==> src/rtl/assert_macros.svh <==
// Assertion helpers shared by the mailbox RTL.
`ifndef ASSERT_MACROS_SVH
`define ASSERT_MACROS_SVH

// Checks a property on every rising edge outside of reset.
`define ASSERT_CLK(label, clk, rst_n, prop) \
    label: assert property (@(posedge clk) disable iff (!rst_n) prop) \
        else $error("mailbox assertion failed");

// Checks that a condition never holds outside of reset.
`define ASSERT_NEVER(label, clk, rst_n, expr) \
    label: assert property (@(posedge clk) disable iff (!rst_n) !(expr)) \
        else $error("mailbox forbidden condition seen");

`endif

==> src/rtl/tmfq_pkg.sv <==
`timescale 1ns / 1ps
// ----------------------------------------------------------------------------
// Mailbox package
// Types, sizes and codes shared by the task mailbox queue.
// ----------------------------------------------------------------------------
package tmfq_pkg;

    localparam int QUEUE_DEPTH = 16;
    localparam int TASK_COUNT  = 8;
    localparam int FILL_W      = $clog2(QUEUE_DEPTH + 1);

    localparam logic [7:0] BROADCAST_ID = 8'hFF;
    localparam logic [7:0] ANY_KIND     = 8'h00;

    localparam logic       REQ_SEND = 1'b0;
    localparam logic       REQ_RECV = 1'b1;

    localparam logic [1:0] STAT_OK         = 2'd0;
    localparam logic [1:0] STAT_NO_MATCH   = 2'd1;
    localparam logic [1:0] STAT_FULL       = 2'd2;
    localparam logic [1:0] STAT_BAD_TARGET = 2'd3;

    typedef struct packed {
        logic [7:0]         sender;
        logic [7:0]         dest;
        logic [7:0]         kind;
        logic signed [31:0] payload;
    } t_entry;

    // Receive filter handed to every cell.
    typedef struct packed {
        logic [7:0] own;
        logic [7:0] kind;
    } t_filter;

    typedef enum logic {
        ST_IDLE,
        ST_EXEC
    } t_state;

endpackage

==> src/rtl/tmfq_if.sv <==
`timescale 1ns / 1ps
// ----------------------------------------------------------------------------
// Mailbox channels
// Request and response channels with valid/ready handshake.
// ----------------------------------------------------------------------------
interface tmfq_req_if;
    logic               valid;
    logic               ready;
    logic               req_type;
    logic [7:0]         own_task;
    logic [7:0]         dest_task;
    logic [7:0]         type_code;
    logic signed [31:0] payload_in;

    modport source (output valid, req_type, own_task, dest_task, type_code, payload_in,
                    input ready);
    modport sink   (input valid, req_type, own_task, dest_task, type_code, payload_in,
                    output ready);
endinterface

interface tmfq_rsp_if;
    logic               valid;
    logic               ready;
    logic [1:0]         status;
    logic signed [31:0] payload_out;
    logic [7:0]         sender_task;

    modport source (output valid, status, payload_out, sender_task, input ready);
    modport sink   (input valid, status, payload_out, sender_task, output ready);
endinterface

==> src/rtl/task_mailbox_filtered_queue.sv <==
`timescale 1ns / 1ps
// ----------------------------------------------------------------------------
// Task mailbox with filtered receive
// Ordered message queue built from a chain of cells; receive picks the oldest
// message that matches the asking task and type and closes the gap.
// ----------------------------------------------------------------------------
//  Channel   Dir  Beat contents
//  i_req     in   req_type, own_task, dest_task, type_code, payload_in
//  o_rsp     out  status, payload_out, sender_task
//
//  Each request has an accept cycle and an execute state in which the match
//  ripples through the cell chain and the queue updates.
//  Reset clears the fill count, the state and the response valid flag.
//  A stalled response holds the execute state; the next request is taken
//  once the queue update is done, while the response may still wait.
// ----------------------------------------------------------------------------
`include "assert_macros.svh"

module task_mailbox_filtered_queue
    import tmfq_pkg::*;
(
    input  logic i_clk,
    input  logic i_rst_n,
    tmfq_req_if.sink   i_req,
    tmfq_rsp_if.source o_rsp
);

    t_state             r_state;
    t_state             n_state;
    logic               r_req_type;
    logic [7:0]         r_own;
    logic [7:0]         r_target;
    logic [7:0]         r_kind;
    logic signed [31:0] r_payload;
    logic [FILL_W-1:0]  r_fill;
    logic [FILL_W-1:0]  n_fill;
    logic               r_out_valid;
    logic [1:0]         r_status;
    logic signed [31:0] r_out_payload;
    logic [7:0]         r_out_sender;

    logic               w_in_ready;
    logic               w_accept;
    logic               w_commit;
    logic               w_bad_target;
    logic               w_full;
    logic               w_send_ok;
    logic               w_recv_ok;
    logic [1:0]         w_status;
    t_filter            w_filter;
    t_entry             w_new;
    t_entry             w_sel;
    logic [QUEUE_DEPTH:0]   w_found;
    logic [QUEUE_DEPTH-1:0] w_hit;
    t_entry             w_entry [QUEUE_DEPTH];

    assign w_filter.own  = r_own;
    assign w_filter.kind = r_kind;

    assign w_new.sender  = r_own;
    assign w_new.dest    = r_target;
    assign w_new.kind    = r_kind;
    assign w_new.payload = r_payload;

    assign w_found[0] = 1'b0;

    for (genvar g = 0; g < QUEUE_DEPTH; g++) begin : g_cell
        t_entry w_next;
        if (g == QUEUE_DEPTH - 1) begin : g_last
            assign w_next = w_entry[g];
        end else begin : g_mid
            assign w_next = w_entry[g+1];
        end

        tmfq_cell u_cell (
            .i_clk    (i_clk),
            .i_live   (FILL_W'(g) < r_fill),
            .i_filter (w_filter),
            .i_found  (w_found[g]),
            .i_remove (w_recv_ok),
            .i_write  (w_send_ok && (r_fill == FILL_W'(g))),
            .i_new    (w_new),
            .i_next   (w_next),
            .o_found  (w_found[g+1]),
            .o_hit    (w_hit[g]),
            .o_entry  (w_entry[g])
        );
    end

    // At most one cell hits, so an AND-OR picks the claimed entry.
    always_comb begin
        w_sel = '0;
        for (int k = 0; k < QUEUE_DEPTH; k++) begin
            w_sel = w_sel | (w_entry[k] & {$bits(t_entry){w_hit[k]}});
        end
    end

    assign w_bad_target = (r_target >= 8'(TASK_COUNT)) && (r_target != BROADCAST_ID);
    assign w_full       = (r_fill == FILL_W'(QUEUE_DEPTH));
    assign w_send_ok    = w_commit && (r_req_type == REQ_SEND) && !w_bad_target && !w_full;
    assign w_recv_ok    = w_commit && (r_req_type == REQ_RECV) && w_found[QUEUE_DEPTH];

    always_comb begin
        if (r_req_type == REQ_SEND) begin
            if (w_bad_target) begin
                w_status = STAT_BAD_TARGET;
            end else if (w_full) begin
                w_status = STAT_FULL;
            end else begin
                w_status = STAT_OK;
            end
        end else if (w_found[QUEUE_DEPTH]) begin
            w_status = STAT_OK;
        end else begin
            w_status = STAT_NO_MATCH;
        end
    end

    // Next state.
    always_comb begin
        n_state = r_state;
        case (r_state)
            ST_IDLE: begin
                if (i_req.valid) begin
                    n_state = ST_EXEC;
                end
            end
            ST_EXEC: begin
                if (!r_out_valid || o_rsp.ready) begin
                    n_state = ST_IDLE;
                end
            end
            default: n_state = ST_IDLE;
        endcase
    end

    // State outputs.
    always_comb begin
        w_in_ready = 1'b0;
        w_commit   = 1'b0;
        case (r_state)
            ST_IDLE: w_in_ready = 1'b1;
            ST_EXEC: w_commit   = !r_out_valid || o_rsp.ready;
            default: begin
                w_in_ready = 1'b0;
                w_commit   = 1'b0;
            end
        endcase
    end

    assign w_accept = i_req.valid && w_in_ready;

    always_comb begin
        n_fill = r_fill;
        if (w_send_ok) begin
            n_fill = r_fill + FILL_W'(1);
        end else if (w_recv_ok) begin
            n_fill = r_fill - FILL_W'(1);
        end
    end

    always_ff @(posedge i_clk) begin
        if (!i_rst_n) begin
            r_state     <= ST_IDLE;
            r_fill      <= '0;
            r_out_valid <= 1'b0;
        end else begin
            r_state <= n_state;
            r_fill  <= n_fill;
            if (w_commit) begin
                r_out_valid <= 1'b1;
            end else if (o_rsp.ready) begin
                r_out_valid <= 1'b0;
            end
        end
    end

    always_ff @(posedge i_clk) begin
        if (w_accept) begin
            r_req_type <= i_req.req_type;
            r_own      <= i_req.own_task;
            r_target   <= i_req.dest_task;
            r_kind     <= i_req.type_code;
            r_payload  <= i_req.payload_in;
        end
        if (w_commit) begin
            r_status      <= w_status;
            r_out_payload <= w_recv_ok ? w_sel.payload : 32'sd0;
            r_out_sender  <= w_recv_ok ? w_sel.sender : 8'd0;
        end
    end

    assign i_req.ready       = w_in_ready;
    assign o_rsp.valid       = r_out_valid;
    assign o_rsp.status      = r_status;
    assign o_rsp.payload_out = r_out_payload;
    assign o_rsp.sender_task = r_out_sender;

    `ASSERT_NEVER(a_fill_range, i_clk, i_rst_n, r_fill > FILL_W'(QUEUE_DEPTH))
    `ASSERT_CLK(a_single_hit, i_clk, i_rst_n, $onehot0(w_hit))
    `ASSERT_CLK(a_recv_shrinks, i_clk, i_rst_n, w_recv_ok |=> r_fill == $past(r_fill) - FILL_W'(1))
    `ASSERT_CLK(a_accept_exec, i_clk, i_rst_n, w_accept |=> (r_state == ST_EXEC))
    `ASSERT_CLK(a_commit_valid, i_clk, i_rst_n, w_commit |=> r_out_valid)

endmodule

==> src/rtl/tmfq_cell.sv <==
`timescale 1ns / 1ps
// ----------------------------------------------------------------------------
// Mailbox cell
// Holds one queue slot, checks it against the receive filter and takes the
// entry of its right neighbor when a message at or before it is removed.
// ----------------------------------------------------------------------------
module tmfq_cell
    import tmfq_pkg::*;
(
    input  logic    i_clk,
    input  logic    i_live,
    input  t_filter i_filter,
    input  logic    i_found,
    input  logic    i_remove,
    input  logic    i_write,
    input  t_entry  i_new,
    input  t_entry  i_next,
    output logic    o_found,
    output logic    o_hit,
    output t_entry  o_entry
);

    t_entry r_entry;
    t_entry n_entry;
    logic   w_addr_ok;
    logic   w_kind_ok;
    logic   w_match;

    assign w_addr_ok = (r_entry.dest == i_filter.own) || (r_entry.dest == BROADCAST_ID);
    assign w_kind_ok = (i_filter.kind == ANY_KIND) || (r_entry.kind == i_filter.kind);
    assign w_match   = i_live && w_addr_ok && w_kind_ok;

    // Only the first matching cell along the chain claims the message.
    assign o_hit   = w_match && !i_found;
    assign o_found = i_found || w_match;
    assign o_entry = r_entry;

    always_comb begin
        n_entry = r_entry;
        if (i_write) begin
            n_entry = i_new;
        end else if (i_remove && o_found) begin
            n_entry = i_next;
        end
    end

    always_ff @(posedge i_clk) begin
        r_entry <= n_entry;
    end

endmodule
==> src/flat_wrapper.sv <==
// flat-port wrapper written by rule: the top's interface ports become plain ports
module task_mailbox_filtered_queue_flat import tmfq_pkg::*;
  (i_clk, i_rst_n, i_req_valid, i_req_req_type, i_req_own_task, i_req_dest_task, i_req_type_code, i_req_payload_in, i_req_ready, o_rsp_valid, o_rsp_status, o_rsp_payload_out, o_rsp_sender_task, o_rsp_ready);
  tmfq_req_if i_req_i ();
  tmfq_rsp_if o_rsp_i ();
  input  logic i_clk;
  input  logic i_rst_n;
  input wire logic [$bits(i_req_i.valid)-1:0] i_req_valid;
  input wire logic [$bits(i_req_i.req_type)-1:0] i_req_req_type;
  input wire logic [$bits(i_req_i.own_task)-1:0] i_req_own_task;
  input wire logic [$bits(i_req_i.dest_task)-1:0] i_req_dest_task;
  input wire logic [$bits(i_req_i.type_code)-1:0] i_req_type_code;
  input wire logic [$bits(i_req_i.payload_in)-1:0] i_req_payload_in;
  output wire logic [$bits(i_req_i.ready)-1:0] i_req_ready;
  output wire logic [$bits(o_rsp_i.valid)-1:0] o_rsp_valid;
  output wire logic [$bits(o_rsp_i.status)-1:0] o_rsp_status;
  output wire logic [$bits(o_rsp_i.payload_out)-1:0] o_rsp_payload_out;
  output wire logic [$bits(o_rsp_i.sender_task)-1:0] o_rsp_sender_task;
  input wire logic [$bits(o_rsp_i.ready)-1:0] o_rsp_ready;
  assign i_req_i.valid = i_req_valid;
  assign i_req_i.req_type = i_req_req_type;
  assign i_req_i.own_task = i_req_own_task;
  assign i_req_i.dest_task = i_req_dest_task;
  assign i_req_i.type_code = i_req_type_code;
  assign i_req_i.payload_in = i_req_payload_in;
  assign i_req_ready = i_req_i.ready;
  assign o_rsp_valid = o_rsp_i.valid;
  assign o_rsp_status = o_rsp_i.status;
  assign o_rsp_payload_out = o_rsp_i.payload_out;
  assign o_rsp_sender_task = o_rsp_i.sender_task;
  assign o_rsp_i.ready = o_rsp_ready;
  task_mailbox_filtered_queue u_core (.i_clk(i_clk), .i_rst_n(i_rst_n), .i_req(i_req_i), .o_rsp(o_rsp_i));
endmodule
==> config.mk <==
export PLATFORM = sky130hd
export DESIGN_NAME = task_mailbox_filtered_queue_flat
export DESIGN_NICKNAME = d
export VERILOG_FILES = /design/src/rtl/tmfq_pkg.sv /design/src/rtl/tmfq_if.sv /design/src/rtl/task_mailbox_filtered_queue.sv /design/src/rtl/tmfq_cell.sv /design/src/flat_wrapper.sv
export VERILOG_INCLUDE_DIRS = /design/src /design/src/rtl
export SDC_FILE = /design/constraint.sdc
export NUM_CORES = 2
export LEC_CHECK = 0
export ABC_AREA = 1
export BUFFER_PORTS_ARGS = -buffer_cell sky130_fd_sc_hd__buf_2
export CORE_MARGIN = 5
export CORE_UTILIZATION = 40
export DETAILED_ROUTE_END_ITERATION = 16
export GPL_TIMING_DRIVEN = 0
export REMOVE_ABC_BUFFERS = 1
export SYNTH_ARGS = -nofsm -noshare
export SYNTH_HDL_FRONTEND = slang
export SYNTH_SLANG_ARGS = --single-unit
==> constraint.sdc <==
create_clock -name i_clk -period 8 [get_ports i_clk]
set_clock_uncertainty 0.05 [all_clocks]
set_input_delay 0.8 -clock i_clk [delete_from_list [all_inputs] [get_ports i_clk]]
set_output_delay 0.8 -clock i_clk [all_outputs]
set_load 0.02 [all_outputs]
Word level (Yosys, flattened, before mapping)

Index checks and enable logic that the tools add are counted.

Register bits: 1,002
Latch bits: 0
Memory bits (writable): 0
ROM bits: 0
Output and inout bits: 44
Logic and storage cells: 405
Memories: 0

Add/subtract/negate cells: 2
Multiply operators: 0
Divide/modulo/power cells: 0
$lt $le $gt $ge: 17
Equal/unequal tests: 65
Shifts and indexed selects: 0
Muxes and demuxes: 43
Bitwise gates (word level): 33
Reductions and logical operators: 170

Operator list:

| cell                  | count |
|---|---|
| $mux W56              | 30 |
| $and A56 B56 Y56      | 16 |
| $or A56 B56 Y56       | 15 |
| $eq A8 B8 Y1          | 32 |
| $eq A8 B8 Y1 const B  | 16 |
| $logic_and A1 B1 Y1   | 85 |
| $logic_or A1 B1 Y1    | 48 |
| $eq A5 B4 Y1 const B  | 8 |
| $lt A4 B5 Y1 const A  | 8 |
| $reduce_bool A2 Y1    | 17 |
| $eq A5 B3 Y1 const B  | 4 |
| $lt A3 B5 Y1 const A  | 4 |
| $logic_not A1 Y1      | 18 |
| $eq A5 B2 Y1 const B  | 2 |
| $lt A1 B5 Y1 const A  | 2 |
| $lt A2 B5 Y1 const A  | 2 |
| $mux W5               | 2 |
| $ge A8 B4 Y1 const B  | 1 |
| $logic_not A8 Y1      | 1 |
| $ne A8 B8 Y1 const B  | 1 |
| $mux W1               | 7 |
| $mux W2               | 3 |
| $add A5 B1 Y5 const B | 1 |
| $eq A5 B1 Y1 const B  | 1 |
| other kinds (5)       | 6 |

Longest topological paths before layout

Depth in word-level cells: 23
Mapped depth: 24
Depth with buffers taken out: 22

Hierarchy

A second synthesis with hierarchy kept.

Cells, all modules: 5,926
Area total of the unflattened synthesis: 50,800.0 µm²

Modules (own cells, without submodules):

| module                      | instances | cells an instance | area an instance (µm²) |
|---|---|---|---|
| tmfq_cell                   | 16        | 295               | 2,672.6 |
| task_mailbox_filtered_queue | 1         | 1,206             | 8,039.0 |

Worst setup path after synthesis

OpenSTA, ideal clock, no wires.

Kind: register to register
Start: register u_core.r_fill[0]
End: register u_core.g_cell[15].u_cell.r_entry (netlist bit u_core.g_cell[15].u_cell.o_entry[0]) (enable)
Data arrival time: 7,144 ps
Required time: 7,342 ps
Slack: 198 ps
Cell stages (with the launch flop): 10
Buffers on the path: 4
Clock period less this slack: 7,802 ps
Cells stage by stage: dfxtp_1 -> clkbuf_1 -> inv_1 -> ha_1 -> clkbuf_1 -> a31oi_1 -> nand2_1 -> buf_2 -> buf_2 -> nor4_1

Cells in the longest elaborated chain, start to end: 4
Elaborated cells on any way between the ends: 5

RTL lines:

| element                                    | line                               | RTL |
|---|---|---|
| from (decl)                                | task_mailbox_filtered_queue.sv:35  | `logic [FILL_W-1:0] r_fill;` |
| from (signal assigned)                     | task_mailbox_filtered_queue.sv:169 | `r_fill <= n_fill;` |
| $eq A5 B5 Y1                               | task_mailbox_filtered_queue.sv:99  | `assign w_full = (r_fill == FILL_W'(QUEUE_DEPTH));` |
| $logic_not A1 Y1                           | task_mailbox_filtered_queue.sv:100 | `assign w_send_ok = w_commit && (r_req_type == REQ_SEND) && !w_bad_target && !w_full;` |
| $logic_and A1 B1 Y1                        | task_mailbox_filtered_queue.sv:100 |  |
| $logic_and A1 B1 Y1 *                      | task_mailbox_filtered_queue.sv:81  | `.i_write (w_send_ok && (r_fill == FILL_W'(g))),` |
| named net u_core.g_cell[15].u_cell.i_write | tmfq_cell.sv:15                    | `input logic i_write,` |
| to (signal assigned)                       | tmfq_cell.sv:48                    | `r_entry <= n_entry;` |
| to (decl)                                  | tmfq_cell.sv:23                    | `t_entry r_entry;` |

Mark *: on every way through the listed nets, which the timed path passes. The rest lies on a longest branch.
A chain may end at the register's enable or synchronous reset.

Worst setup path in the final report

Start: register u_core.r_own[0]
End: register u_core.r_out_sender[4] (netlist: u_core.o_rsp.sender_task[4]) (data pin)

Cells in the longest elaborated chain, start to end: 22
Elaborated cells on any way between the ends: 141

RTL lines:

| element                                                | line                               | RTL |
|---|---|---|
| from (decl)                                            | task_mailbox_filtered_queue.sv:31  | `logic [7:0] r_own;` |
| from (signal assigned)                                 | task_mailbox_filtered_queue.sv:181 | `r_own <= i_req.own_task;` |
| $eq A8 B8 Y1                                           | tmfq_cell.sv:29                    | `assign w_addr_ok = (r_entry.dest == i_filter.own) \|\| (r_entry.dest == BROADCAST_ID);` |
| $logic_or A1 B1 Y1                                     | tmfq_cell.sv:29                    |  |
| $logic_and A1 B1 Y1 (2 in a row)                       | tmfq_cell.sv:31                    | `assign w_match = i_live && w_addr_ok && w_kind_ok;` |
| $logic_not A1 Y1 or $logic_or A1 B1 Y1 (tied branches) | tmfq_cell.sv:34, tmfq_cell.sv:35   |  |
| $logic_and A1 B1 Y1 (tied with other cells)            | tmfq_cell.sv:34                    | `assign o_hit = w_match && !i_found;` |
| $and A56 B56 Y56 (tied with other cells)               | task_mailbox_filtered_queue.sv:94  | `w_sel = w_sel \| (w_entry[k] & {$bits(t_entry){w_hit[k]}});` |
| $or A56 B56 Y56 (tied with other cells) (13 in a row)  | task_mailbox_filtered_queue.sv:94  |  |
| $or A56 B56 Y56 or $and A56 B56 Y56 (tied branches)    | task_mailbox_filtered_queue.sv:94  |  |
| $or A56 B56 Y56                                        | task_mailbox_filtered_queue.sv:94  |  |
| to (signal assigned)                                   | task_mailbox_filtered_queue.sv:189 | `r_out_sender <= w_recv_ok ? w_sel.sender : 8'd0;` |
| to (decl)                                              | task_mailbox_filtered_queue.sv:40  | `logic [7:0] r_out_sender;` |

Several ways; a longest one is shown, not always the timed one.

==> metrics.txt <==
# TYPE chip_impl_metric gauge
chip_impl_metric{name="required",unit="ns"} 8.44
chip_impl_metric{name="worst-slew-pin-transition",unit="ns"} 1.42
chip_impl_metric{name="crit_path_max_incr_delay",unit="ns"} 1.26
chip_impl_metric{name="max_slew_margin",unit="%"} 5.03
chip_impl_metric{name="cts_made_buffers",unit=""} 110
chip_impl_metric{name="finalHoldWorstSlack",unit="ns"} 0.182
chip_impl_metric{name="chipWidth",unit="um"} 361
chip_impl_metric{name="cts_max_path_buffers",unit=""} 3
chip_impl_metric{name="fraction_of_layout_instances_using_a_drive_strength_above_1",unit="%"} 8.89
chip_impl_metric{name="post_cts_resize_count",unit=""} 0
chip_impl_info{name="root_buffer",value="clkbuf_16"} 1
chip_impl_metric{name="layout.filler_cells",unit=""} 11300
chip_impl_metric{name="cts_setup_buffers",unit=""} 0
chip_impl_info{name="yosysTopAreaCell",value="edfxtp_1"} 1
chip_impl_metric{name="largest_net_degree_at_the_start_of_global_routing",unit=""} 76
chip_impl_metric{name="starting_drc_count_in_detailed_routing",unit=""} 4324
chip_impl_metric{name="finalNonFillerCells",unit=""} 6913
chip_impl_metric{name="dpl_worst_slack",unit="ns"} 0.862
chip_impl_info{name="path_class",value="reg2reg"} 1
chip_impl_metric{name="final_nets",unit=""} 5264
chip_impl_metric{name="finalCoreUtilization",unit="%"} 46.0
chip_impl_info{name="cts_tree",value="built"} 1
chip_impl_metric{name="critical_path_depth",unit=""} 20
chip_impl_metric{name="last_weighted_congestion_value_of_the_routability_driven_placer",unit=""} 0.874
chip_impl_metric{name="clk_transition_reported_paths",unit="ns"} 0.06
chip_impl_metric{name="initial_core_util",unit="%"} 40.4
chip_impl_metric{name="antenna_violating_nets_post_route",unit=""} 0
chip_impl_metric{name="rows",unit=""} 128
chip_impl_metric{name="fmax",unit="GHz"} 0.140
chip_impl_metric{name="ys_ff_latch",unit=""} 1002
chip_impl_metric{name="vias",unit=""} 38200
chip_impl_metric{name="remaining_drc_errors",unit=""} 0
chip_impl_metric{name="hold_viol",unit=""} 0
chip_impl_metric{name="final_wirelength",unit="um"} 149000
chip_impl_metric{name="cts.sinks",unit=""} 1002
chip_impl_metric{name="synth_top_area_share",unit="%"} 60.5
chip_impl_metric{name="grt_usage",unit="%"} 22.1
chip_impl_metric{name="insertion_delay",unit="ns"} 0.74
chip_impl_metric{name="setup_ws",unit="ns"} 0.849
chip_impl_metric{name="place_area",unit="sq mm"} 0.0528
chip_impl_metric{name="cp_max_fo",unit=""} 45
chip_impl_info{name="critical_path_cell_by_cell",value="inv_2, nand2_1, nand2_1, nand2_1, nor2_1, nand2_1, nand2_1, nand3_4, nand4_4, nor2_4, nand4_4, nor2_4, nand2_1, nor2_4, nand3_4, nor2_1, nor2_1, nand3_1, nor2_1, nor2_1"} 1
chip_impl_metric{name="setup-tns-final",unit="ns"} 0
chip_impl_info{name="synth_area_leaders",value="edfxtp_1, nand2_1, o21ai_0, nand3_1, nor2_1"} 1
chip_impl_metric{name="ctsHoldBuffers",unit=""} 0
chip_impl_metric{name="post_synth_inst_count",unit=""} 5248
chip_impl_info{name="worst_r2r_src",value="u_core.r_own[0]$_DFFE_PP_"} 1
chip_impl_metric{name="critical_path.n_buffers_inverters",unit=""} 1
chip_impl_metric{name="layout-area-overhead-vs-synth",unit="%"} 13.8
chip_impl_info{name="crit_path_start",value="u_core.r_own[0]$_DFFE_PP_"} 1
chip_impl_info{name="timing.hold.worst.start",value="i_req_type_code[4]"} 1
chip_impl_metric{name="vdd_drop_max",unit="mV"} 0.179
chip_impl_metric{name="grt_overflow",unit=""} 0
chip_impl_metric{name="num_io_pins",unit=""} 105
chip_impl_metric{name="synth.yosys.seq_area_share",unit="%"} 60.8
chip_impl_metric{name="routed_via_density",unit=""} 5.53
chip_impl_info{name="setup.worst_path.start_class",value="register"} 1
chip_impl_metric{name="max_cap_viol_count",unit=""} 0
chip_impl_metric{name="register_to_register_setup_slack",unit="ns"} 0.85
chip_impl_metric{name="dp_cells",unit=""} 6711
chip_impl_metric{name="first_pass_grt_wire_length",unit="um"} 224000
chip_impl_info{name="rsz0062_at_grt",value="false"} 1
chip_impl_info{name="worst_setup_path_end_kind",value="register"} 1
chip_impl_metric{name="design.core.area",unit="sq mm"} 0.122
chip_impl_info{name="worstReg2RegEnd",value="u_core.o_rsp.sender_task[4]$_SDFFCE_PP0P_"} 1
chip_impl_metric{name="chipHeight",unit="um"} 361
chip_impl_metric{name="drtPass1Iterations",unit=""} 6
chip_impl_info{name="critical_path.most_common_cell",value="nand2_1"} 1
chip_impl_info{name="slowest_stage",value="edfxtp_1"} 1
chip_impl_metric{name="dp_hpwl",unit="um"} 97500
chip_impl_metric{name="grt_pass1_vias",unit=""} 36200
chip_impl_metric{name="netlist-cell-type-count",unit=""} 45
chip_impl_metric{name="netlist_area",unit="sq mm"} 0.0494
chip_impl_metric{name="setup_viol",unit=""} 0
chip_impl_metric{name="antenna-diode-count",unit=""} 0
chip_impl_info{name="worst_hold_path.endpoint",value="u_core.r_kind[4]$_DFFE_PP_"} 1
chip_impl_metric{name="fin_crit",unit="ns"} 7.15
chip_impl_metric{name="finish.instance_area",unit="sq mm"} 0.0562
chip_impl_metric{name="drv_slew",unit=""} 0
chip_impl_metric{name="final.period_utilization",unit="%"} 89.4
chip_impl_metric{name="worst_hold_path.num_cells",unit=""} 1
chip_impl_metric{name="timing.reg2reg.worst_path_depth",unit=""} 20
chip_impl_metric{name="p_leak",unit="nW"} 21.9
chip_impl_info{name="result_of_the_run",value="finished, final reports clean"} 1
chip_impl_metric{name="port-buffer-count",unit=""} 104
chip_impl_metric{name="yosysWarnings",unit=""} 0
chip_impl_metric{name="fin_total_pwr",unit="mW"} 10.9
chip_impl_metric{name="antenna_found_initial",unit=""} 1
chip_impl_metric{name="avgSynthCellArea",unit="sq um"} 9.41
chip_impl_metric{name="wire_per_inst",unit="um"} 21.5
chip_impl_info{name="cp_top_family",value="simple AND/OR/NAND/NOR gates"} 1
chip_impl_metric{name="critical_path_arrival",unit="ns"} 7.59
chip_impl_metric{name="clock_tree.htree_level_count",unit=""} 3
chip_impl_metric{name="dieArea",unit="sq mm"} 0.131
chip_impl_info{name="worstHoldPathType",value="in2reg"} 1
chip_impl_metric{name="power.density",unit="mW/mm^2"} 193
## state kept, by name (all words and copies together), names as in the netlist
name,flops
u_core.r_req_type,1
u_core.r_fill,5
u_core.r_target,8
u_core.r_payload,32
u_core.g_cell.u_cell.o_entry,896
u_core.r_kind,8
u_core.o_rsp.sender_task,8
u_core.r_own,8
u_core.r_state,1
u_core.o_rsp.valid,1
u_core.o_rsp.payload_out,32
u_core.o_rsp.status,2
## worst max path at each step
stage | end | slack (ns)
6_report | u_core.o_rsp.sender_task[4]$_SDFFCE_PP0P_ | 0.85
2_1_floorplan | u_core.g_cell[5].u_cell.o_entry[0]$_DFFE_PP_ | -1.97
5_1_grt | u_core.o_rsp.sender_task[4]$_SDFFCE_PP0P_ | 0.69
3_3_place_gp | u_core.g_cell[6].u_cell.o_entry[47]$_DFFE_PP_ | -13.52
4_1_cts | u_core.o_rsp.sender_task[4]$_SDFFCE_PP0P_ | 0.87
3_5_place_dp | u_core.o_rsp.sender_task[4]$_SDFFCE_PP0P_ | 0.86
## kinds of logic (layout without fill, tap and decap cells)
kind of cell	Yosys count	after routing	synth area share [%]
buffers and inverters	771	811	6.26
and+or+nand+nor	2420	2420	20.8
AOI/OAI and AO/OA	888	888	9.10
adders and majority gates	5	5	0.127
xor gates and xnor gates	162	162	2.87
DFF	1002	1002	60.8
## layout by cell type, fill, tap and decap left out, types with 21 or more instances in the layout
cell type,count
nand4_1,153
buf_8,22
inv_1,362
clkinv_1,36
buf_2,104
nand2_1,1229
clkinv_2,21
clkbuf_16,111
buf_12,40
nor2_1,496
inv_2,22
xor2_1,39
edfxtp_1,995
o21ai_0,797
clkbuf_1,21
nand3_1,435
buf_16,27
a21oi_1,59
xnor2_1,123
## layout make-up
class	count	area [sq um]	area share [%]
Multi-Input combinational cell	3475	16700	29.7
Sequential cell	1002	30000	53.5
Tap cell	1625	2030	3.62
Inverter	392	1490	2.64
Clock buffer	132	2860	5.09
Timing Repair Buffer	217	2620	4.66
Clock inverter	70	492	0.876
## power by group
| part | switching, mW | internal (mW) |
|---|---|---|
| Clock | 2.15 | 2.66 |
| Combinational | 0.168 | 0.0721 |
| Sequential | 0.0707 | 5.73 |
## synth_stat cells (all sizes together)
library cell,number
ha,5
a211oi,1
nor3b,1
a21oi,59
dfxtp,7
buf,96
or2,22
o2111ai,3
o211ai,1
nand2,1240
o31ai,1
a31oi,3
edfxtp,995
clkinv,3
xor2,39
inv,389
nor2,511
xnor2,123
nor4,21
nand3,448
o32a,1
clkbuf,283
nor3,19
o32ai,3
and3,1
o2111a,1
o22ai,3
o21ai,812
nand4,157
## layer usage
metal  vias up  global-route usage [%]  wire (um)
li1      17800                       -          -
met1     18400                    30.1      63900
met2      1655                    35.8      68000
met3       293                    4.46      12600
met4         2                    6.58       4500
met5         -                       0         19
Note: power is estimated with default switching activity, not from simulation.
